[config.mk]
export PLATFORM = sky130hd
export DESIGN_NAME = epc_ram
export DESIGN_NICKNAME = d
export VERILOG_FILES = /design/src/epc_ram.sv
export SDC_FILE = /design/constraint.sdc
export NUM_CORES = 2
export LEC_CHECK = 0
export BUFFER_PORTS_ARGS = -buffer_cell sky130_fd_sc_hd__buf_2
export CAP_MARGIN = 20
export CORE_MARGIN = 3
export CORE_UTILIZATION = 60
export DETAILED_ROUTE_END_ITERATION = 10
export PLACE_DENSITY = 0.8
export RECOVER_POWER = 25
export SYNTH_ARGS = -nofsm -noshare
export SYNTH_HDL_FRONTEND = slang
export SYNTH_SLANG_ARGS = --single-unit
export TNS_END_PERCENT = 50
[constraint.sdc]
create_clock -name clk -period 3.81 [get_ports clk]
set_input_delay 0.1905 -clock clk [delete_from_list [all_inputs] [get_ports clk]]
set_output_delay 0.1905 -clock clk [all_outputs]
set_load 0.01 [all_outputs]
[src/epc_ram.sv]
// epc_ram: single-write, single-read synchronous RAM holding one edge table.
// Read data is registered. Uses no package items.
module epc_ram #(
  parameter int DEPTH = 128,
  parameter int AW    = 7,
  parameter int DW    = 32
) (
  input  logic          clk,
  input  logic          we,
  input  logic [AW-1:0] waddr,
  input  logic [DW-1:0] wdata,
  input  logic          re,
  input  logic [AW-1:0] raddr,
  output logic [DW-1:0] rdata
);

  logic [DW-1:0] mem [DEPTH];

  // Write port
  always_ff @(posedge clk) begin
    if (we) begin
      mem[waddr] <= wdata;
    end
  end

  // Registered read port
  always_ff @(posedge clk) begin
    if (re) begin
      rdata <= mem[raddr];
    end
  end

endmodule

==> reports/metrics.csv <==
stage,metric,value,unit
floorplanning,row count,186,
clock_tree,Worst-Skew Late Latency,1.00,ns
setup_path,crit-path max FO,52,
timing,TNS Setup,0,ns
setup_path,Crit. End Element,flip-flop,
floorplanning,Core Region,0.2583,sq mm
synthesis,yosys warns,0,
clock_tree,Worst-path clk slew,0.07,ns
synthesis,area share of the largest cell type after synthesis,79.16,%
setup_path,critical path class,primary input to flip-flop,
clock_tree,H-tree Lvls,5,
timing,minimum clock period,3.411,ns
worst_hold_path,worst hold path startpoint,raddr[6],
finish,fin util,69.03,%
detailed_routing,initial detailed-routing violation count,18150,
place,RD Place Congestion,0.8741,
synthesis,netlist area before placement,0.1566,sq mm
finish,post-route cell area,0.1783,sq mm
synthesis,"top cells by area, synth","edfxtp_1 79%, mux4_2 19%, clkbuf_1 0.44%",
clock_tree,Post-CTS Setup Bufs,0,
power_and_ir_drop,Switch Pwr,0.02159,W
grt,Overall Global Routing Usage,37.81,%
setup_path,CP peak stage delay,2.40,ns
detailed_routing,DR WL/cell,49.51,um
timing,RSZ-0062 raised after global routing,false,
outcome,failing checks,"capacitance limit, slew limit",
power_and_ir_drop,Seq pwr share,52.4,%
finish,layout cells sized above 1,36.63,%
power_and_ir_drop,Cell Int Power,0.07455,W
place,placed cell areas,0.1652,sq mm
grt,first-pass GRT wire length,678.3,mm
timing,Final setup viols,0,
detailed_routing,DRT Pass-1 Iters,10,
timing,"Hold Vio Cnt, Final",0,
detailed_routing,drc violations,0,
finish,FILL cells,13590,
synthesis,cells after synthesis,5990,
detailed_routing,Antenna Nets Post-Route,0,
finish,most frequent cells in the layout,"4128 x edfxtp_1, 1344 x mux4_2, 396 x clkbuf_16",
timing,Max Freq,0.2932,GHz
clock_tree,Clock Tree Root,clkbuf_16,
setup_path,CP cell instances,dlygate4sd3_1 -> clkbuf_1 -> buf_4,
floorplanning,Die W,516.9,um
setup_path,r2r startpoint,mem[77][3],
power_and_ir_drop,P_leak,54.98,nW
clock_tree,number of buffers created by CTS,391,
grt,largest net degree at the start of global routing,106,
floorplanning,Die Y,516.9,um
power_and_ir_drop,Sw Share,22.46,%
clock_tree,maximum clock path buffer count,4,
power_and_ir_drop,total power,0.09615,W
timing,Final Skew,0.06809,ns
setup_path,reg2reg path depth,4,
timing,Rel. slew slack,-134.0,%
job,Max Cap Viol,36,
clock_tree,# clock sinks,4128,
detailed_routing,Vias/cell,7.867,
setup_path,Worst path slowest cell,clkbuf_1,
place,post-DP HPWL,239.7,mm
synthesis,Synth Net Count,6039,
outcome,run status,"complete, but fails checks",
synthesis,Yosys cell types,16,
synthesis,"area leader, netlist",edfxtp_1,
worst_hold_path,HP Class,primary input to flip-flop,
worst_hold_path,worst hold path depth,3,
setup_path,reg2reg setup slack,0.75,ns
detailed_routing,Routed WL,510.3,mm
floorplanning,total die area,0.2672,sq mm
timing,Worst-Margin Slew,3.509,ns
synthesis,Mapped Avg Cell Area,26.14,sq um
clock_tree,CTS tree,yes,
setup_path,reg2reg end,rdata[3],
synthesis,count of state elements after synthesis,4128,
power_and_ir_drop,maximum VDD drop,0.4357,mV
timing,hold slack final,0.1755,ns
timing,Slew Limit Fails,2074,
setup_path,WP data arrival,4.09,ns
worst_hold_path,end of the worst hold path,rdata[0],
finish,"most common cell after layout, fill and taps aside",edfxtp_1,
grt,initial antenna violation count,83,
grt,GRT Residual Overflow,0,
synthesis,sequential area share after synthesis,79.16,%
floorplanning,# IOs,81,
setup_path,CP Data Required Time,4.49,ns
detailed_routing,via count,81090,
power_and_ir_drop,Clk pwr share,41.9,%
finish,Syn-to-layout area delta,13.88,%
place,Port Buf Inserts,80,
setup_path,type of origin of the critical path,primary input,
grt,vias in the first global route,79960,
finish,Layout Nets,6632,
floorplanning,Initial Util,60.62,%
power_and_ir_drop,Logic pwr share,5.7,%
power_and_ir_drop,Power Density,539.1,mW/mm^2
timing,period utilisation layout,89.53,%
cell usage after synthesis:
cell      number
or3_1          1
nor3_1         9
nor2b_1        7
mux4_2      1344
nand3_1       12
buf_4          3
buf_1         50
mux2_2        32
clkbuf_1     182
nand2b_1       2
edfxtp_1    4128
nand4_1        3
nand2_1       14
nor2_1       122
buf_6          2
buf_2         79
how the worst max path moves through the flow:
stage / startpoint / to / slack (ns) / cells after the start
5_1_grt: wdata[6] / mem[94][6] / 0.45 / 4
6_report: wdata[16] / mem[45][16] / 0.40 / 3
4_1_cts: mem[72][3] / rdata[3] / 0.95 / 4
2_1_floorplan: we / mem[98][0] / 0.38 / 3
3_3_place_gp: raddr[0] / rdata[16] / 0.26 / 8
3_5_place_dp: raddr[0] / rdata[14] / 0.24 / 8
power by group through the flow:
| stage | clock [W] | combinational [W] | sequential (W) |
|---|---|---|---|
| floorplan | 0 | 0.00242 | 0.0512 |
| global placement | 0 | 0.00476 | 0.0513 |
| detailed placement | 0 | 0.00493 | 0.0513 |
| CTS | 0.0399 | 0.00519 | 0.0503 |
| global route | 0.0416 | 0.00549 | 0.0504 |
| finish | 0.0403 | 0.00550 | 0.0504 |
state kept, by name, indices dropped and copies added (netlist names):
| register | flops |
|---|---|
| mem | 4096 |
| rdata | 32 |
stage by stage:
step           worst slack [ns]  instances
6_report                 0.3989      10310
5_1_grt                  0.4466      10280
4_1_cts                  0.9471      10250
3_5_place_dp             0.2385       9521
3_3_place_gp             0.2552       9521
2_1_floorplan            0.3808       5990
kinds of logic (layout without fill, tap and decap cells):
logic type    count (synthesis)  count (layout)  share of synthesized area, %
buf+inv                     316            1201                        0.8373
mux                        1376            1376                         19.56
simple gates                170             170                        0.4450
flops                      4128            4128                         79.16
other cells                   0              49                             0
what timing repair did:
item / 4_1_cts / 5_1_grt
hold buffers: 43 / 0
endpoints found under the hold margin: 2101 / 0
resized for setup: 0 / 0
routing by layer:
| metal | GRT usage, % | up-vias | part of all wire [%] |
|---|---|---|---|
| met5 | 1.009 | - | 0.10 |
| met4 | 23.14 | 64 | 7.8 |
| met2 | 57.48 | 9936 | 47 |
| met1 | 47.83 | 41320 | 29 |
| met3 | 12.64 | 2170 | 17 |
| li1 | - | 27610 | - |
worst max-delay path, delay by kind of cell:
family | cells | cell delay, ns
buffers and inverters | 3 | 3.77
layout make-up:
| type | count | area (sq um) | share of cell area, % |
|---|---|---|---|
| flip-flops and latches | 4128 | 124000 | 69.51 |
| multi-input cells | 1546 | 32280 | 18.10 |
| clock buffers | 452 | 10120 | 5.675 |
| repair buffers | 516 | 5147 | 2.886 |
| well taps | 3384 | 4234 | 2.374 |
| clock inverters | 233 | 2462 | 1.381 |
| diodes | 49 | 122.6 | 0.06876 |
Note: power is estimated with default switching activity, not from simulation.
