**src/epc_pkg.sv**
```systemverilog
// epc_pkg: shared types and constants for the encoder position and edge
// capture unit. No dependencies; imported by the top level and epc_debounce.
package epc_pkg;

  // Default table depth (entries per edge table)
  localparam int EPC_DEPTH_DEFAULT = 128;

  // Field widths fixed by the interface
  localparam int POS_W   = 32;
  localparam int CNT_W   = 8;
  localparam int SLOT_W  = 7;
  localparam int CFG_W   = 8;
  localparam int CFG_IDX_W = 2;

  // Filter counter saturation value
  localparam logic [CNT_W-1:0] CNT_MAX = '1;

  // Configuration register reset values
  localparam logic [7:0] STEP_RESET     = 8'd2;
  localparam logic       DIR_POS_RESET  = 1'b1;
  localparam logic [7:0] DEBOUNCE_RESET = 8'd1;

  // Configuration register indexes
  typedef enum logic [CFG_IDX_W-1:0] {
    CFG_STEP_SIZE     = 2'd0,
    CFG_DIRECTION_POS = 2'd1,
    CFG_DEBOUNCE      = 2'd2
  } epc_cfg_idx_t;

  // Operation codes
  typedef enum logic [1:0] {
    OP_ENCODER = 2'd0,
    OP_TICK    = 2'd1,
    OP_SET_POS = 2'd2,
    OP_READ    = 2'd3
  } epc_op_t;

  // Control sequencer states
  typedef enum logic {
    ST_IDLE = 1'b0,
    ST_READ = 1'b1
  } epc_state_t;

  // Edge capture report from the debounce filter
  typedef struct packed {
    logic captured;
    logic rising;
  } epc_edge_t;

endpackage

```
**src/epc_debounce.sv**
```systemverilog
// epc_debounce: sensor debounce filter with saturating counters, edge
// detection and saturating table write indexes. Depends on epc_pkg.
module epc_debounce import epc_pkg::*; #(
  parameter int DEPTH = EPC_DEPTH_DEFAULT,
  parameter int IW    = $clog2(DEPTH)
) (
  input  logic             clk,
  input  logic             rst,
  input  logic             tick,
  input  logic             pin_level,
  input  logic [CNT_W-1:0] debounce_limit,
  output epc_edge_t        edge_info,
  output logic [IW-1:0]    edge_slot,
  output logic             sensor_after,
  output logic [IW-1:0]    rise_after,
  output logic [IW-1:0]    fall_after
);

  localparam logic [IW-1:0] LAST_SLOT = IW'(DEPTH - 1);

  logic [CNT_W-1:0] high_cnt, high_cnt_next;
  logic [CNT_W-1:0] low_cnt, low_cnt_next;
  logic             sensor_flag, sensor_flag_next;
  logic             sensor_prev, sensor_prev_next;
  logic [IW-1:0]    rise_index, rise_index_next;
  logic [IW-1:0]    fall_index, fall_index_next;

  // Filter and edge detection for one tick
  always_comb begin
    high_cnt_next    = high_cnt;
    low_cnt_next     = low_cnt;
    sensor_flag_next = sensor_flag;
    sensor_prev_next = sensor_prev;
    rise_index_next  = rise_index;
    fall_index_next  = fall_index;
    edge_info        = '0;
    edge_slot        = '0;
    if (tick) begin
      if (pin_level) begin
        high_cnt_next = (high_cnt == CNT_MAX) ? CNT_MAX : high_cnt + 1'b1;
        if (high_cnt_next > debounce_limit) begin
          sensor_flag_next = 1'b0;
          low_cnt_next     = '0;
        end
      end else begin
        low_cnt_next = (low_cnt == CNT_MAX) ? CNT_MAX : low_cnt + 1'b1;
        if (low_cnt_next > debounce_limit) begin
          sensor_flag_next = 1'b1;
          high_cnt_next    = '0;
        end
      end
      if (sensor_flag_next != sensor_prev) begin
        sensor_prev_next   = sensor_flag_next;
        edge_info.captured = 1'b1;
        edge_info.rising   = sensor_flag_next;
        if (sensor_flag_next) begin
          edge_slot       = rise_index;
          rise_index_next = (rise_index == LAST_SLOT) ? LAST_SLOT : rise_index + 1'b1;
        end else begin
          edge_slot       = fall_index;
          fall_index_next = (fall_index == LAST_SLOT) ? LAST_SLOT : fall_index + 1'b1;
        end
      end
    end
  end

  // State registers
  always_ff @(posedge clk) begin
    if (rst) begin
      high_cnt    <= '0;
      low_cnt     <= '0;
      sensor_flag <= 1'b0;
      sensor_prev <= 1'b0;
      rise_index  <= '0;
      fall_index  <= '0;
    end else begin
      high_cnt    <= high_cnt_next;
      low_cnt     <= low_cnt_next;
      sensor_flag <= sensor_flag_next;
      sensor_prev <= sensor_prev_next;
      rise_index  <= rise_index_next;
      fall_index  <= fall_index_next;
    end
  end

  assign sensor_after = sensor_flag_next;
  assign rise_after   = rise_index_next;
  assign fall_after   = fall_index_next;

endmodule

```
**config.mk**
```make
export PLATFORM = sky130hd
export DESIGN_NAME = epc_debounce
export DESIGN_NICKNAME = d
export VERILOG_FILES = /design/src/epc_pkg.sv /design/src/epc_debounce.sv
export SDC_FILE = /design/constraint.sdc
export NUM_CORES = 1
export LEC_CHECK = 0
export ABC_CLOCK_PERIOD_IN_PS = 4800
export BUFFER_PORTS_ARGS = -buffer_cell sky130_fd_sc_hd__buf_2
export CAP_MARGIN = 10
export CORE_ASPECT_RATIO = 1.2
export CORE_MARGIN = 4
export CORE_UTILIZATION = 45
export CTS_BUF_LIST = sky130_fd_sc_hd__clkbuf_4
export DETAILED_ROUTE_END_ITERATION = 16
export PLACE_DENSITY = 0.68
export SLEW_MARGIN = 20
export SYNTH_ARGS = -nofsm -noshare
export SYNTH_HDL_FRONTEND = slang
export SYNTH_SLANG_ARGS = --single-unit
```
**constraint.sdc**
```tcl
create_clock -name clk -period 4.8 [get_ports clk]
set_input_delay 0.48 -clock clk [delete_from_list [all_inputs] [get_ports clk]]
set_output_delay 0.48 -clock clk [all_outputs]
set_load 0.03 [all_outputs]
```
==> reports/metrics.cfg, run 1 <==
[logic_synthesis]
synth-compound-area-share_pct=30.0
ys_async_sr_fraction_pct=0
synth-adder-area-share_pct=10.9
synth_mux_area_share_pct=0.936
yosysWarningCount=0
synth_simple_gate_area_share_pct=23.1
synth_top_cell_area_share_pct=26.6
postSynthNetCount=338
synth_area_leader_cell=dfxtp_1
synth-edff-count=0
synth.area.top_cells=dfxtp_1, ha_1, a21oi_1
synthCells=305
ys_seq_area_share_pct=26.6
syn_area_sq_um=2410
synth_top_family_by_area=compound AO/OA/AOI/OAI gates
synth_xor_area_share_pct=2.55
synth_flop_cell=dfxtp_1
yosysUniqueCellTypes=58
syn_area_per_cell_sq_um=7.89
ys_ff_latch=32

[routing]
detail-route-antenna-nets=0
drc=0
vias=2516
firstDrtPassIters=4
viasPerCell=5.91
drt_iter0_drc=118
wire_per_inst_um=15.6
drt_wl_total_mm=6.64

[clock_tree]
root_buffer=clkbuf_4
clkTransAtPathRegs_ps=110
cts_tree=yes
cts_made_buffers=5
numClockSinks=32
cts_buffer_depth=2
clk_latency_ps=340
cts_htree_levels=2

[worst_hold_path]
hold_start=pin_level
min_path_cells=2
hp-class=in2reg
hold_end=high_cnt[4]

[power]
seqPwrFrac_pct=57.0
power.switching_mw=0.132
pwr-share-comb_pct=12.2
power_per_cell_area_nw_per_um2=153
power_frac_clock_pct=30.9
ir_drop_uv=159
cellInternalPower_mw=0.342
swShare_pct=27.8
power_leakage_nw=1.37

[timing]
hold_violations=0
finalMaxSlewViolations=0
timing.final.crit_share_pct=97.7
tightest_slew_ps=951
holdWs_ps=485
min_period_ps=4690
worst_clock_skew_ps=11.3
finalSetupViolCount=0
max_freq_mhz=213
timing.slew.headroom_pct=36.0

[grt]
antenna_found_initial=0
grt_max_degree=28
grt_pass1_wl_mm=10.9
grt.total_usage_pct=20.9
overflow=0
grt_pass1_vias=2367

[cells_and_area]
final_common_cell=buf_2
final_area_sq_um=3100
nNetsFinal=399
register_area_sq_um=649
diodes=0
multi_input_area_sq_um=1830
syn2layout_area_growth_pct=28.7
layout-drive-gt1-share_pct=33.9
final_cell_mix=buf_2, buf_4, nor2_1
fillerInstances=475

[floorplan]
die_w_um=74.8
initial_core_util_pct=47.7
io_pins=36
rows=28
die_y_um=88.1
core_area_sq_um=5040
dieArea_sq_um=6590

[worst_setup_path]
critical_path_class=reg2out
crit_fanout=6
startpoint_type=flip-flop
timing.rr.start=high_cnt[0]
r2r_setup_slack_ps=530
arrival_ps=4210
r2r_cells=24
endpoint_kind=output port
r2r-end=fall_index[3]
required_ps=4320

[placed_design]
io_buffer_count=35
place_area_sq_um=2700
dp_hpwl_mm=4.60
gp_congestion=0.881

[job]
cap_violations=0

[run_status]
status=finished clean

-- per-layer routing --
layer / part of all wire (%) / vias up / routed length (um) / track usage [%]
li1: - / 1263 / - / -
met1: 43 / 1180 / 2860 / 26.1
met2: 51 / 64 / 3360 / 36.5
met5: 0 / - / 0 / 0
met3: 5.0 / 9 / 332 / 4.02
met4: 1.4 / 0 / 91 / 5.50
-- repair_timing --
item	CTS	global route
endpoints found under the setup margin	21	22
hold buffers	0	0
pin swaps	4	14
setup buffers	9	14
resized for setup	9	35
-- sequential cells by signal (all words and copies together) (netlist names) --
register and count:
low_cnt 8, fall_index 7, sensor_prev 1, high_cnt 8, sensor_flag 1, rise_index 7
-- cells by family (layout without fill, tap and decap cells) --
logic type	Yosys count	after routing
and+or+nand+nor	113	113
AOI/OAI and AO/OA	99	99
DFF	32	32
buffers and inverters	31	92
adders and majority gates	21	21
xor gates and xnor gates	7	7
muxes	2	2
-- critical path: stages, from the launching register on --
cell and delay, ps:
dfxtp_4 380, ha_4 150, and3_4 180, and3_4 190
nand3_4 90, o21ai_2 70, a21o_1 190, ha_4 240
a211o_1 310, a21oi_2 160, a41oi_2 140, a211o_4 380
clkinv_4 60, ha_4 180, nand2b_4 150, buf_6 140
clkinvlp_4 90, buf_6 130, nand3_4 80, nor4_4 300
nor2_1 80, buf_4 170
-- worst max-delay path by stage --
stage / start / depth (start not counted) / endpoint / slack, ps
6_report: high_cnt[0] / 21 / fall_after[5] / 110
5_1_grt: high_cnt[0] / 21 / fall_after[5] / -90
4_1_cts: high_cnt[0] / 20 / fall_after[3] / 4
3_5_place_dp: high_cnt[0] / 20 / fall_after[3] / 80
3_3_place_gp: low_cnt[0] / 19 / fall_after[3] / 140
2_1_floorplan: high_cnt[0] / 21 / fall_after[3] / -50
-- Yosys cell counts, types with 2 or more instances --
cell type  instances
and2_1             4
or2_2              2
inv_1             17
a311oi_1           4
o31ai_1            2
a21oi_1           29
o2bb2ai_1          3
nand3_1           14
a22o_1             7
nor3_1             5
o21a_1             2
mux2_2             2
o21ai_0           11
nor4_1             2
nor2_1            28
nand2b_1           4
ha_1              21
a31oi_1            7
a211oi_1           8
and4_1             2
o211ai_1           3
and3_1            10
nand2_1           27
a22oi_1            3
nand4_1            8
dfxtp_1           32
buf_6              2
xnor2_1            6
clkbuf_1           6
nor2b_1            4
a211oi_2           2
a211o_1            2
-- metrics by stage --
| stage | setup slack (ps) | setup TNS [ps] | cells | utilization [%] | power (mW) |
|---|---|---|---|---|---|
| floorplan | -50.6 | -78.4 | 305 | - | 0.310 |
| global placement | 145 | 0 | 396 | 53.5 | 0.324 |
| detailed placement | 75.1 | 0 | 396 | 53.5 | 0.325 |
| CTS | 3.96 | 0 | 412 | 56.4 | 0.472 |
| global route | -92.6 | -236 | 426 | 61.4 | 0.500 |
| finish | 111 | 0 | 426 | 61.4 | 0.473 |
-- power by group through the flow --
stage,clock network [mW],registers [mW],logic [mW]
global route,0.166,0.270,0.0646
CTS,0.151,0.269,0.0516
floorplan,0,0.275,0.0348
finish,0.146,0.270,0.0575
detailed placement,0,0.275,0.0502
global placement,0,0.275,0.0490
-- area by class of cell --
type	count	share of cell area (%)
timing repair buffer	66	13.7
multi-input combinational	242	58.9
sequential	32	21.0
clock inverter	2	0.242
clock buffer	5	1.21
tap	60	2.42
inverter	19	2.58
(Power assumes the default switching activity.)
==> inputs of run 2 (changes only) <==
--- a/config.mk
+++ b/config.mk
@@ -8,7 +8,7 @@
 export ABC_CLOCK_PERIOD_IN_PS = 4800
 export BUFFER_PORTS_ARGS = -buffer_cell sky130_fd_sc_hd__buf_2
 export CAP_MARGIN = 10
-export CORE_ASPECT_RATIO = 1.2
+export CORE_ASPECT_RATIO = 0.5
 export CORE_MARGIN = 4
 export CORE_UTILIZATION = 45
 export CTS_BUF_LIST = sky130_fd_sc_hd__clkbuf_4
==> run 2 against run 1 <==
Compared with the run above:
- non-clock buffer count fell by 6
- first-iteration DRC count fell by 11%
- power rose by 15%
- count of clock-buffer cells in the layout rose by 1
- die area rose by 1.0%
- sequential share of layout area fell by 0.41 points
- critical endpoint unchanged
- largest cell class unchanged
- utilization rose by 0.99 points
- final cell count rose by 1.2%
==> reports/metrics.cfg, run 2 (synthesis gave the netlist of run 1 again) <==
[timing]
timing.final.crit_share_pct=98.8  ; +1.2 points
holdWs_ps=484  ; -0.753 ps
hold_violations=0  ; unchanged
finalSetupViolCount=0  ; unchanged
timing.slew.headroom_pct=38.3  ; +2.3 points
tightest_slew_ps=918  ; -33.7 ps
min_period_ps=4740  ; +56.1 ps
max_freq_mhz=211  ; -1.2%
worst_clock_skew_ps=12.9  ; +1.60 ps
finalMaxSlewViolations=0  ; unchanged

[worst_hold_path]
hold_end=high_cnt[4]
hold_start=pin_level
min_path_cells=2  ; unchanged
hp-class=in2reg

[worst_setup_path]
r2r-end=rise_index[5]
timing.critical_path.mode_cell=ha_4
endpoint_kind=output port
r2r_cells=19  ; -21%
max_stage_delay_ps=380  ; about the same
startpoint_type=flip-flop
arrival_ps=4260  ; +50 ps
path_cells=ha_4 -> and3_4 -> and3_4 -> nand3_4 -> o21ai_2 -> a21o_1 -> ha_4 -> a211o_1 -> a21oi_2 -> a41oi_2 -> a211o_2 -> clkinv_4 -> ha_4 -> nand2b_4 -> buf_6 -> clkinvlp_4 -> buf_6 -> nand3_4 -> nor4_4 -> nor2_1 -> buf_4
critical_path_class=reg2out
r2r_setup_slack_ps=780  ; +250 ps
required_ps=4320  ; about the same
timing.rr.start=high_cnt[1]
cp_slowest_cell=dfxtp_2
crit_fanout=5  ; -1

[cells_and_area]
multi_input_area_sq_um=1860  ; +2.1%
register_area_sq_um=647  ; -0.39%
fillerInstances=442  ; -6.9%
layout-drive-gt1-share_pct=34.6  ; +0.75 points
final_area_sq_um=3150  ; +1.6%
nNetsFinal=393  ; -1.5%
final_cell_mix=buf_2, dfxtp_1, nand2_1, nor2_1, buf_4
instances_no_fill=431  ; +1.2%
post-route-util_pct=62.4  ; +0.99 points
diodes=0  ; unchanged
largestRegisters=high_cnt: 8 flops, low_cnt: 8 flops
syn2layout_area_growth_pct=30.8
final_common_cell=buf_2

[routing]
drt_iter0_drc=105  ; -11%
drt_wl_total_mm=7.10  ; +6.9%
firstDrtPassIters=5  ; +1
detail-route-antenna-nets=0  ; unchanged
wire_per_inst_um=16.5  ; +5.7%
vias=2570  ; +2.1%
viasPerCell=5.96  ; +0.96%
drc=0  ; unchanged

[floorplan]
rows=18  ; -36%
die_w_um=111  ; +49%
dieArea_sq_um=6650  ; +1.0%
io_pins=36  ; unchanged
initial_core_util_pct=47.7  ; unchanged
die_y_um=59.7  ; -32%
core_area_sq_um=5040  ; unchanged

[power]
p_total_mw=0.545  ; +15%
power_per_cell_area_nw_per_um2=173  ; +13%
power_leakage_nw=1.35  ; -1.1%
ir_drop_uv=93.7  ; -41%

[grt]
grt_pass1_vias=2404  ; +1.6%
overflow=0  ; unchanged
grt.total_usage_pct=20.5  ; -0.40 points
antenna_found_initial=0  ; unchanged
grt_pass1_wl_mm=11.2  ; +2.5%
grt_max_degree=28  ; unchanged

[placed_design]
gp_congestion=0.924  ; +4.9%
placed_cells=404  ; +2.0%
place_area_sq_um=2700  ; about the same
io_buffer_count=35  ; unchanged
dp_hpwl_mm=4.79  ; +4.1%

[clock_tree]
numClockSinks=32  ; unchanged
cts_htree_levels=2  ; unchanged
root_buffer=clkbuf_4
cts_made_buffers=5  ; unchanged
cts_hold_buf=0  ; unchanged
cts_tree=yes
cts_buffer_depth=2  ; unchanged
clk_latency_ps=350  ; about the same
clkTransAtPathRegs_ps=100  ; about the same

[run_status]
status=finished clean

[job]
cap_violations=0  ; unchanged

-- run 2: area by class of cell --
| type | count | area share, % |
|---|---|---|
| Multi-Input combinational cell | 242 | 59.2 |
| Tap cell | 70 | 2.78 |
| Sequential cell | 32 | 20.5 |
| Timing Repair Buffer | 60 | 12.4 |
| Clock inverter | 2 | 1.11 |
| Inverter | 19 | 2.54 |
| Clock buffer | 6 | 1.43 |
-- run 2: worst max-delay path by stage --
stage                      from       endpoint  slack [ps]  cells after the start
global route        high_cnt[1]  fall_after[5]        -110                     21
global placement    high_cnt[0]  fall_after[5]         130                     21
detailed placement  high_cnt[0]  fall_after[3]          20                     20
CTS                 high_cnt[0]  rise_after[5]           6                     19
floorplan           high_cnt[0]  fall_after[3]         -50                     21
finish              high_cnt[1]  fall_after[5]          60                     21
-- run 2: power by group --
part           internal [mW]  switching (mW)  leakage, nW
Combinational         0.0245          0.0362         1.05
Sequential             0.268         0.00209        0.260
Clock                  0.115          0.0994       0.0456
Total                  0.407           0.138         1.35
-- run 2: critical path, delay by kind of cell, from the launching register on --
kind	cells	cell delay, ps
AOI/OAI and AO/OA	6	1240
and+or+nand+nor	7	1130
buffers and inverters	5	590
DFF	1	380
adders and majority gates	3	570
-- run 2: timing repair --
action	CTS	global route
gates resized for setup	21	35
setup buffers	7	12
pin swaps	9	15
setup endpoints to repair	21	21
gates cloned	0	0
-- run 2: per-layer routing --
metal  vias to the layer above  share of wire (%)  global-route usage [%]
met5                         -                  0                       0
met4                         0                1.2                    5.37
met3                        10                6.5                    4.75
met2                       106                 46                    35.3
met1                      1209                 47                    26.6
li1                       1245                  -                       -
-- run 2: metrics by stage --
step | setup slack (ps) | TNS, ps
floorplan | -50.6 | -78.4
global placement | 130 | 0
detailed placement | 24.8 | 0
CTS | 5.60 | 0
global route | -113 | -358
finish | 55.3 | 0
